[src/sv/shpj_pkg.sv]
// ============================================================================
// shpj_pkg
// Shared types and constants for the drive health page judge.
// ============================================================================
package shpj_pkg;

    // One byte of the health page.
    typedef struct packed {
        logic [7:0] page_byte;
        logic       page_end;
    } shpj_in_t;

    // Verdict plus the captured counters for one page.
    typedef struct packed {
        logic [1:0]  verdict;
        logic [47:0] reallocated_count;
        logic [47:0] pending_count;
        logic [47:0] uncorrectable_count;
        logic [47:0] hours_powered;
        logic [48:0] bad_sector_total;
    } shpj_out_t;

    localparam logic [1:0] VERDICT_GOOD    = 2'd0;
    localparam logic [1:0] VERDICT_WORN    = 2'd1;
    localparam logic [1:0] VERDICT_FAILING = 2'd2;

    localparam logic FMT_ATA  = 1'b0;
    localparam logic FMT_NVME = 1'b1;

    // Capture slots
    localparam int CAP_NUM     = 4;
    localparam int IX_REALLOC  = 0;
    localparam int IX_PENDING  = 1;
    localparam int IX_UNCORR   = 2;
    localparam int IX_HOURS    = 3;

    // Attribute id owning each capture slot, in slot order
    localparam logic [7:0] ATTR_ID [CAP_NUM] = '{8'd5, 8'd197, 8'd198, 8'd9};

    // Layout of one attribute slot
    localparam logic [3:0] SLOT_LEN_M1  = 4'd11;
    localparam logic [3:0] RAW_FIRST    = 4'd5;
    localparam logic [3:0] RAW_LAST     = 4'd10;
    localparam logic [9:0] SLOTS_START  = 10'd2;

    // NVMe health log layout
    localparam logic [9:0] NVME_FLAG_AT  = 10'd0;
    localparam logic [9:0] NVME_HOURS_AT = 10'd128;
    localparam logic [9:0] NVME_MEDIA_AT = 10'd160;
    localparam logic [9:0] NVME_FIELD_LEN = 10'd6;
    localparam int         NVME_PEND_BIT = 2;

    localparam logic [9:0] OFS_MAX = 10'd1023;

endpackage

[src/sv/shpj_parser.sv]
// ============================================================================
// shpj_parser
// Page walk state, per-byte capture logic and verdict forming.
// ============================================================================
module shpj_parser #(
    parameter int ATTR_SLOTS = 30
) (
    input  logic                clk,
    input  logic                rst_n,
    input  logic                step_en,
    input  shpj_pkg::shpj_in_t  item,
    input  logic                page_format,
    output shpj_pkg::shpj_out_t result
);
    import shpj_pkg::*;

    localparam int SLOT_W = $clog2(ATTR_SLOTS + 1);

    logic [9:0]        offset_reg,   offset_next;
    logic [3:0]        pos_reg,      pos_next;
    logic [SLOT_W-1:0] slot_reg,     slot_next;
    logic [7:0]        id_reg,       id_next;
    logic [47:0]       gather_reg,   gather_next;
    logic [47:0]       cap_reg  [CAP_NUM];
    logic [47:0]       cap_next [CAP_NUM];
    logic [CAP_NUM-1:0] flag_reg,    flag_next;

    logic        walk;
    logic        ata;
    logic [3:0]  raw_lane;
    logic [9:0]  hours_rel;
    logic [9:0]  media_rel;
    logic [47:0] byte_wide;
    logic [48:0] bad_sum;

    always_comb
    begin
        walk      = (offset_reg >= SLOTS_START) && (slot_reg < SLOT_W'(ATTR_SLOTS));
        ata       = (page_format == FMT_ATA);
        raw_lane  = pos_reg - RAW_FIRST;
        hours_rel = offset_reg - NVME_HOURS_AT;
        media_rel = offset_reg - NVME_MEDIA_AT;
        byte_wide = 48'(item.page_byte);

        offset_next = offset_reg;
        pos_next    = pos_reg;
        slot_next   = slot_reg;
        id_next     = id_reg;
        gather_next = gather_reg;
        flag_next   = flag_reg;
        for (int k = 0; k < CAP_NUM; k++)
        begin
            cap_next[k] = cap_reg[k];
        end

        // attribute slot walk, counters move in both formats
        if (walk)
        begin
            if (ata)
            begin
                if (pos_reg == 4'd0)
                begin
                    id_next = item.page_byte;
                end
                else if (pos_reg >= RAW_FIRST && pos_reg <= RAW_LAST)
                begin
                    gather_next = ((pos_reg == RAW_FIRST) ? 48'd0 : gather_reg)
                                | (byte_wide << {raw_lane[2:0], 3'b000});
                    if (pos_reg == RAW_LAST)
                    begin
                        // first matching slot wins
                        for (int k = 0; k < CAP_NUM; k++)
                        begin
                            if (id_reg == ATTR_ID[k] && !flag_reg[k])
                            begin
                                cap_next[k]  = gather_next;
                                flag_next[k] = 1'b1;
                            end
                        end
                    end
                end
            end
            if (pos_reg == SLOT_LEN_M1)
            begin
                pos_next  = 4'd0;
                slot_next = slot_reg + SLOT_W'(1);
            end
            else
            begin
                pos_next = pos_reg + 4'd1;
            end
        end

        // NVMe log fields
        if (!ata)
        begin
            if (offset_reg == NVME_FLAG_AT)
            begin
                cap_next[IX_PENDING] = {47'd0, item.page_byte[NVME_PEND_BIT]};
            end
            else if (offset_reg >= NVME_HOURS_AT &&
                     offset_reg < NVME_HOURS_AT + NVME_FIELD_LEN)
            begin
                cap_next[IX_HOURS] = cap_reg[IX_HOURS]
                                   | (byte_wide << {hours_rel[2:0], 3'b000});
            end
            else if (offset_reg >= NVME_MEDIA_AT &&
                     offset_reg < NVME_MEDIA_AT + NVME_FIELD_LEN)
            begin
                cap_next[IX_UNCORR] = cap_reg[IX_UNCORR]
                                    | (byte_wide << {media_rel[2:0], 3'b000});
            end
        end

        if (offset_reg != OFS_MAX)
        begin
            offset_next = offset_reg + 10'd1;
        end

        // result is formed from the values after this byte
        bad_sum = {1'b0, cap_next[IX_PENDING]} + {1'b0, cap_next[IX_UNCORR]};
        result.reallocated_count   = cap_next[IX_REALLOC];
        result.pending_count       = cap_next[IX_PENDING];
        result.uncorrectable_count = cap_next[IX_UNCORR];
        result.hours_powered       = cap_next[IX_HOURS];
        result.bad_sector_total    = bad_sum;
        if (cap_next[IX_PENDING] != 48'd0 || cap_next[IX_UNCORR] != 48'd0)
        begin
            result.verdict = VERDICT_FAILING;
        end
        else if (cap_next[IX_REALLOC] != 48'd0)
        begin
            result.verdict = VERDICT_WORN;
        end
        else
        begin
            result.verdict = VERDICT_GOOD;
        end

        // fresh page after the last byte
        if (item.page_end)
        begin
            offset_next = 10'd0;
            pos_next    = 4'd0;
            slot_next   = '0;
            id_next     = 8'd0;
            gather_next = 48'd0;
            flag_next   = '0;
            for (int k = 0; k < CAP_NUM; k++)
            begin
                cap_next[k] = 48'd0;
            end
        end
    end

    always_ff @(posedge clk or negedge rst_n)
    begin
        if (!rst_n)
        begin
            offset_reg <= 10'd0;
            pos_reg    <= 4'd0;
            slot_reg   <= '0;
            id_reg     <= 8'd0;
            gather_reg <= 48'd0;
            flag_reg   <= '0;
            for (int k = 0; k < CAP_NUM; k++)
            begin
                cap_reg[k] <= 48'd0;
            end
        end
        else if (step_en)
        begin
            offset_reg <= offset_next;
            pos_reg    <= pos_next;
            slot_reg   <= slot_next;
            id_reg     <= id_next;
            gather_reg <= gather_next;
            flag_reg   <= flag_next;
            for (int k = 0; k < CAP_NUM; k++)
            begin
                cap_reg[k] <= cap_next[k];
            end
        end
    end

endmodule

[src/sv/shpj_out_reg.sv]
// ============================================================================
// shpj_out_reg
// Result register holding one verdict item until the receiver takes it.
// ============================================================================
module shpj_out_reg (
    input  logic                clk,
    input  logic                rst_n,
    input  logic                load,
    input  shpj_pkg::shpj_out_t load_data,
    input  logic                out_ready,
    output logic                out_valid,
    output shpj_pkg::shpj_out_t out_data,
    output logic                free
);
    import shpj_pkg::*;

    logic      valid_reg, valid_next;
    shpj_out_t data_reg;

    assign free = !valid_reg || out_ready;

    always_comb
    begin
        if (load)
        begin
            valid_next = 1'b1;
        end
        else if (out_ready)
        begin
            valid_next = 1'b0;
        end
        else
        begin
            valid_next = valid_reg;
        end
    end

    always_ff @(posedge clk or negedge rst_n)
    begin
        if (!rst_n)
        begin
            valid_reg <= 1'b0;
        end
        else
        begin
            valid_reg <= valid_next;
        end
    end

    always_ff @(posedge clk)
    begin
        if (load)
        begin
            data_reg <= load_data;
        end
    end

    assign out_valid = valid_reg;
    assign out_data  = data_reg;

endmodule

[src/sv/smart_health_page_judge_core.sv]
// ============================================================================
// smart_health_page_judge_core
// Drive health page judge: parses ATA SMART or NVMe health pages.
// ============================================================================
// Usage:
//   Page bytes enter on in_valid/in_ready/in_data, one item per byte in
//   offset order; in_data.page_end marks the last byte of a page. One
//   verdict item leaves on out_valid/out_ready/out_data per page end.
//   cfg_we/cfg_data set the page format (0 ATA SMART, 1 NVMe log); write
//   it only between pages with the block drained.
// Timing:
//   Two register stages: an input register, then the parse/verdict logic,
//   then the result register. The verdict enters the result register,
//   raising out_valid, as the staged page_end byte moves on. One byte
//   per cycle sustained; the single result register is the only limit.
// Stall:
//   While a verdict waits untaken, bytes that end no page still flow in;
//   the next page_end byte waits in the input register, and in_ready drops
//   until the result register frees up.
// Reset:
//   rst_n clears the format to ATA, all walk counters and captures, and
//   both valid flags. No clearing pass is needed.
// ============================================================================
module smart_health_page_judge_core #(
    parameter int ATTR_SLOTS = 30
) (
    input  logic                clk,
    input  logic                rst_n,
    input  logic                in_valid,
    output logic                in_ready,
    input  shpj_pkg::shpj_in_t  in_data,
    output logic                out_valid,
    input  logic                out_ready,
    output shpj_pkg::shpj_out_t out_data,
    input  logic                cfg_we,
    input  logic                cfg_data
);
    import shpj_pkg::*;

    logic      format_reg;
    logic      stage_valid_reg, stage_valid_next;
    shpj_in_t  stage_item_reg;
    logic      out_free;
    logic      advance;
    logic      take;
    shpj_out_t result;

    // the staged byte moves on unless it ends a page and the result is held
    assign advance  = stage_valid_reg && (!stage_item_reg.page_end || out_free);
    assign in_ready = !stage_valid_reg || advance;
    assign take     = in_valid && in_ready;

    always_comb
    begin
        if (take)
        begin
            stage_valid_next = 1'b1;
        end
        else if (advance)
        begin
            stage_valid_next = 1'b0;
        end
        else
        begin
            stage_valid_next = stage_valid_reg;
        end
    end

    always_ff @(posedge clk or negedge rst_n)
    begin
        if (!rst_n)
        begin
            stage_valid_reg <= 1'b0;
            format_reg      <= FMT_ATA;
        end
        else
        begin
            stage_valid_reg <= stage_valid_next;
            if (cfg_we)
            begin
                format_reg <= cfg_data;
            end
        end
    end

    always_ff @(posedge clk)
    begin
        if (take)
        begin
            stage_item_reg <= in_data;
        end
    end

    shpj_parser #(
        .ATTR_SLOTS (ATTR_SLOTS)
    ) u_parser (
        .clk         (clk),
        .rst_n       (rst_n),
        .step_en     (advance),
        .item        (stage_item_reg),
        .page_format (format_reg),
        .result      (result)
    );

    shpj_out_reg u_out (
        .clk       (clk),
        .rst_n     (rst_n),
        .load      (advance && stage_item_reg.page_end),
        .load_data (result),
        .out_ready (out_ready),
        .out_valid (out_valid),
        .out_data  (out_data),
        .free      (out_free)
    );

endmodule

[config.mk]
export PLATFORM = sky130hd
export DESIGN_NAME = smart_health_page_judge_core
export DESIGN_NICKNAME = d
export VERILOG_FILES = /design/src/sv/shpj_pkg.sv /design/src/sv/shpj_parser.sv /design/src/sv/shpj_out_reg.sv /design/src/sv/smart_health_page_judge_core.sv
export SDC_FILE = /design/constraint.sdc
export NUM_CORES = 1
export LEC_CHECK = 0
export BUFFER_PORTS_ARGS = -buffer_cell sky130_fd_sc_hd__buf_2
export CAP_MARGIN = 15
export CORE_MARGIN = 2
export CORE_UTILIZATION = 54
export DETAILED_ROUTE_END_ITERATION = 10
export HOLD_SLACK_MARGIN = 0.05
export PLACE_DENSITY = 0.77
export SLEW_MARGIN = 15
export SYNTH_ARGS = -nofsm -noshare
export SYNTH_HDL_FRONTEND = slang
export SYNTH_SLANG_ARGS = --single-unit
[constraint.sdc]
create_clock -name clk -period 8.2 [get_ports clk]
set_input_delay 0.41 -clock clk [delete_from_list [all_inputs] [get_ports clk]]
set_output_delay 0.41 -clock clk [all_outputs]
set_load 0.1 [all_outputs]
Word-level counts from Yosys, hierarchy flattened:

Cells that the tools add are included.

* input port bits: 15
* register bits after elaboration: 526
* logic and storage cells: 152
* output and inout port bits: 245

* $add $sub $neg: 7
* mux-type cells: 49
* bitwise gates (word level): 3
* shift operators: 3
* equal/unequal tests: 10
* reduce and logical (&&, ||, !) cells: 48
* magnitude comparators: 8

Operator list (count)
* $mux 192: 6
* $mux 48: 14
* $mux 144: 1
* $or 48x48->48: 3
* $reduce_bool 48->1: 3
* $shl 8x6->48: 3
* $mux 96: 1
* $add 48x48->49: 1
* $mux 4: 9
* $mux 8: 4
* $reduce_and 7->1: 4
* $reduce_bool 2->1: 12
* $ge 10x8->1 const B: 2
* $lt 10x8->1 const B: 2
* $mux 10: 2
* $eq 8x8->1 const B: 2
* $mux 5: 3
* $logic_and 1x1->1: 11
* $add 10x1->10 const B: 1
* $ge 10x2->1 const B: 1
* $logic_not 10->1: 1
* $ne 10x10->1 const B: 1
* $mux 1: 9
* $eq 4x4->1 const B: 2
* 19 further kinds: 30

Longest topological paths before layout:

* depth in word-level cells: 15
* gate-level depth with buffers: 24

By module:

From an unflattened synthesis, not the netlist that was laid out.

* cell total of the unflattened synthesis: 2247
* area total of the unflattened synthesis: 25015.2 um2

By module, submodules not included
* shpj_parser: area an instance 17285.3 um2, seq. area each 6781.5 um2, instances 1, cells an instance 1983
* shpj_out_reg: area an instance 7344.5 um2, seq. area each 7322.0 um2, instances 1, cells an instance 246
* smart_health_page_judge_core: area an instance 385.4 um2, seq. area each 320.3 um2, instances 1, cells an instance 18

Least setup slack after synthesis:

Ideal clock, no wire load.

* path kind: flip-flop to flip-flop
* from: reg u_out.valid_reg (netlist: u_out.out_valid)
* to: reg u_out.data_reg (netlist bit u_out.out_data[0]), enable pin
* stages on the path, launching flop included: 8
* arrival: 8.382 ns
* data required time: 7.499 ns
* period minus slack after synthesis: 9.083 ns
* path slack: -0.883 ns
* cell sequence: dfrtp_1 -> inv_1 -> or3_1 -> and2_1 -> nand2_1 -> inv_1 -> clkbuf_1 -> buf_1

* word-level cells in the longest chain between the ends: 5

Ends and longest elaborated chain
* start: declaration: RTL line shpj_out_reg.sv:17 `logic valid_reg, valid_next;`
* start signal: assignment: RTL line shpj_out_reg.sv:46 `valid_reg <= valid_next;`
* $logic_not 1->1: RTL line shpj_out_reg.sv:20 `assign free = !valid_reg || out_ready;`
* $logic_or 1x1->1: RTL line shpj_out_reg.sv:20
* $logic_or 1x1->1: RTL line smart_health_page_judge_core.sv:49 `assign advance = stage_valid_reg && (!stage_item_reg.page_end || out_free);`
* $logic_and 1x1->1: RTL line smart_health_page_judge_core.sv:49
* $logic_and 1x1->1: RTL line smart_health_page_judge_core.sv:108 `.load (advance && stage_item_reg.page_end),`
* via u_out.load: RTL line shpj_out_reg.sv:8 `input logic load,`
* end signal: assignment: RTL line shpj_out_reg.sv:54 `data_reg <= load_data;`
* end: declaration: RTL line shpj_out_reg.sv:18 `shpj_out_t data_reg;`

The timed path passes the listed nets, and every way through them passes these cells.
A chain may end at the register's enable or synchronous reset.

==> impl_metrics.json <==
{
  "area_growth_pct": 16.5,
  "cp.required_ns": 8.59,
  "fin_setup_tns_ns": 0,
  "yosysWarnings": 0,
  "clock_latency_ns": 0.62,
  "cp-start-kind": "register",
  "synth_seq_cells": 526,
  "synth_edf_count": 252,
  "fillers": 3565,
  "synth_seq_area_share_pct": 58.1,
  "postCtsResizedCells": 0,
  "synth_nets": 2340,
  "cts_root_buf": "clkbuf_16",
  "rsz0062_at_grt": "no",
  "min_period_ns": 6.53,
  "cts_sinks": 526,
  "cts_buffers": 54,
  "drive_above_1_share_pct": 17.8,
  "cellPowerDensity_nw_per_um2": 231,
  "antenna_found_initial": 2,
  "vias_per_cell": 6.55,
  "crit_chain": "or4_4, or4_1, nor2_1, nor4_2, buf_4, buf_4, a211oi_1, a21oi_1, ha_1, and3_1, nand4_1, or2_2, a311oi_1, o311ai_0, o221ai_1, a31oi_1, o311ai_0",
  "first_pass_iters": 10,
  "grt_overflow": 0,
  "maxCapViolations": 0,
  "core_region_area_um2": 45400,
  "cp_max_fo": 62,
  "leakagePower_nw": 12.3,
  "largest_reg_flops": 243,
  "slowest_stage": "or4_4",
  "async_flop_share_pct": 52.1,
  "cpPeakStageDelay_ns": 0.58,
  "wl_per_cell_um": 25.4,
  "synth_ff_type": "dfrtp_1",
  "slew_headroom_pct": 13.2,
  "critical_path_arrival_ns": 6.92,
  "final_nets": 2592,
  "hold_viol": 0,
  "htreeDepth": 2,
  "clkTransAtPathRegs_ns": 0.06,
  "path_class": "reg -> reg",
  "dieArea_um2": 47700,
  "p_total_mw": 6.68,
  "worst_pin_slew_ns": 1.29,
  "pin_count": 260,
  "cpLargestDelayFamily": "simple AND/OR/NAND/NOR gates",
  "dieHeight_um": 218,
  "synth_area_um2": 24800,
  "synthCells": 2268,
  "max_freq_ghz": 0.153,
  "avgSynthCellArea_um2": 10.9,
  "hp-class": "in -> async",
  "cts_setup_buffers": 0,
  "postLayoutCellArea_um2": 28900,
  "outcome": "complete, no violations",
  "grt_pass1_vias": 19156,
  "io_buffers": 259,
  "grt_max_degree": 115,
  "initial_core_util_pct": 54.7,
  "endpoint_kind": "register",
  "dpl.hpwl_um": 55400,
  "fp.dieW_um": 218,
  "cts_hold_buf": 14,
  "vias": 20719,
  "cts_tree": "built",
  "slew_viol_final": 0,
  "finalCritPeriodShare_pct": 79.6,
  "crit_buf_inv": 2,
  "grt.total_usage_pct": 33.2,
  "placed_cell_area_um2": 26900,
  "drc_errors": 0,
  "finClkSkew_ns": 0.0281,
  "rows": 78,
  "ant_nets": 0,
  "antenna_cells": 0,
  "cts_buffer_depth": 3,
  "place_congestion": 0.984,
  "drt_iter0_markers": 2951,
  "routed_wl_um": 80400,
  "ir_drop_mv": 0.153,
  "grt_pass1_wl_um": 119000,
  "setup_violations": 0,
  "yosysUniqueCellTypes": 81
}
-- cell usage in the layout (no fill, tap or decap), types with 8 or more instances in the layout --
master	count
buf_4	73
a22oi_1	38
o21ai_0	218
bufinv_16	10
dfrtp_1	274
nand4_1	30
a21o_1	28
clkbuf_16	55
a22o_1	177
edfxtp_1	252
a31oi_1	14
nor2b_1	13
mux2i_1	10
a211oi_1	83
a32oi_1	8
inv_1	54
nand2_1	255
xnor2_1	26
or3_1	9
nor4_1	35
clkbuf_1	9
a311oi_1	9
xor2_1	17
and3_1	16
and2_1	11
clkinv_2	16
o21ai_1	17
dlygate4sd3_1	14
ha_1	56
nand3_1	23
nor2_1	139
a21oi_1	134
nand2b_1	13
buf_2	258
nor3_1	32
-- metal layers --
metal	routed length [um]	part of all wire [%]	vias up	track usage [%]
met5	0	0	-	0
met4	3500	4.4	0	13.5
met3	8200	10	219	7.10
met1	32200	40	10170	46.4
met2	36500	45	1260	50.6
li1	-	-	9070	-
-- cells in the mapped netlist, types with 16 or more instances --
master    instances  area share (%)
xnor2_1          26            0.92
nor2_1          140             2.1
a211oi_1         83             2.5
edfxtp_1        252              30
nand4_1          30            0.76
a22o_1          177             6.2
dfrtp_1         274              28
clkbuf_1        124             1.9
ha_1             56             2.8
a21oi_1         134             2.7
xor2_1           17            0.60
nor3_1           33            0.67
a22oi_1          38             1.1
nor4_1           38            0.96
o21ai_1          17            0.34
and3_1           16            0.40
a21o_1           28            0.85
nand2_1         256             3.9
o21ai_0         218             4.4
nand3_1          23            0.46
inv_1            55            0.83
-- worst paths after layout --
kind | startpoint | to | slack (ns) | depth (start not counted)
max | u_parser.offset_reg[8] | u_out.out_data[45] | 1.67 | 17
min | rst_n | u_parser.cap_reg[141] | 0.44 | 2
max reg2reg | u_parser.offset_reg[8] | u_out.out_data[45] | 1.67 | 17
min reg2reg | u_parser.cap_reg[166] | u_parser.cap_reg[166] | 0.50 | 2
max in group asynchronous | rst_n | u_parser.cap_reg[188] | 5.77 | 4
min in group clk | u_parser.cap_reg[166] | u_parser.cap_reg[166] | 0.50 | 2
-- cell type report --
cell class | instances | area [um2] | area share, %
clock buffers | 68 | 1470 | 5.06
clock inverters | 33 | 423 | 1.46
inverters | 57 | 235 | 0.813
multi-input cells | 1534 | 9620 | 33.2
flip-flops and latches | 526 | 14400 | 49.9
well taps | 600 | 751 | 2.59
repair buffers | 347 | 2010 | 6.96
-- worst register-to-register path: stages (launching register included) --
cell	delay, ns
dfrtp_1	0.41
or4_4	0.58
or4_1	0.51
nor2_1	0.50
nor4_2	0.11
buf_4	0.27
buf_4	0.39
a211oi_1	0.34
a21oi_1	0.19
ha_1	0.49
and3_1	0.21
nand4_1	0.15
or2_2	0.33
a311oi_1	0.57
o311ai_0	0.32
o221ai_1	0.33
a31oi_1	0.24
o311ai_0	0.39
-- through the flow --
stage / util (%) / hold slack, ns / cells / setup slack (ns)
CTS: 63.7 / 0.456 / 3165 / 1.89
global route: 63.7 / 0.505 / 3165 / 1.51
floorplan: - / 0.114 / 2268 / 0.132
detailed placement: 59.3 / 0.472 / 3050 / 1.94
global placement: 59.3 / 0.463 / 3050 / 2.07
finish: 63.7 / 0.441 / 3165 / 1.67
-- kinds of logic after synthesis --
| group | count (synthesis) | share of synthesized area (%) |
|---|---|---|
| AOI/OAI and AO/OA | 802 | 21.7 |
| and+or+nand+nor | 621 | 12.0 |
| xor gates and xnor gates | 44 | 1.58 |
| adders and majority gates | 57 | 2.90 |
| buffers and inverters | 208 | 3.38 |
| DFF | 526 | 58.1 |
| muxes | 10 | 0.403 |
-- report_power, final --
group / switching (mW) / leakage (nW) / internal [mW] / total [mW]
registers: 0.0560 / 6.27 / 2.84 / 2.90
logic: 0.926 / 5.13 / 0.218 / 1.14
clock network: 1.06 / 0.939 / 1.58 / 2.64
total: 2.04 / 12.3 / 4.64 / 6.68
Power figures use the tool's default switching activity.
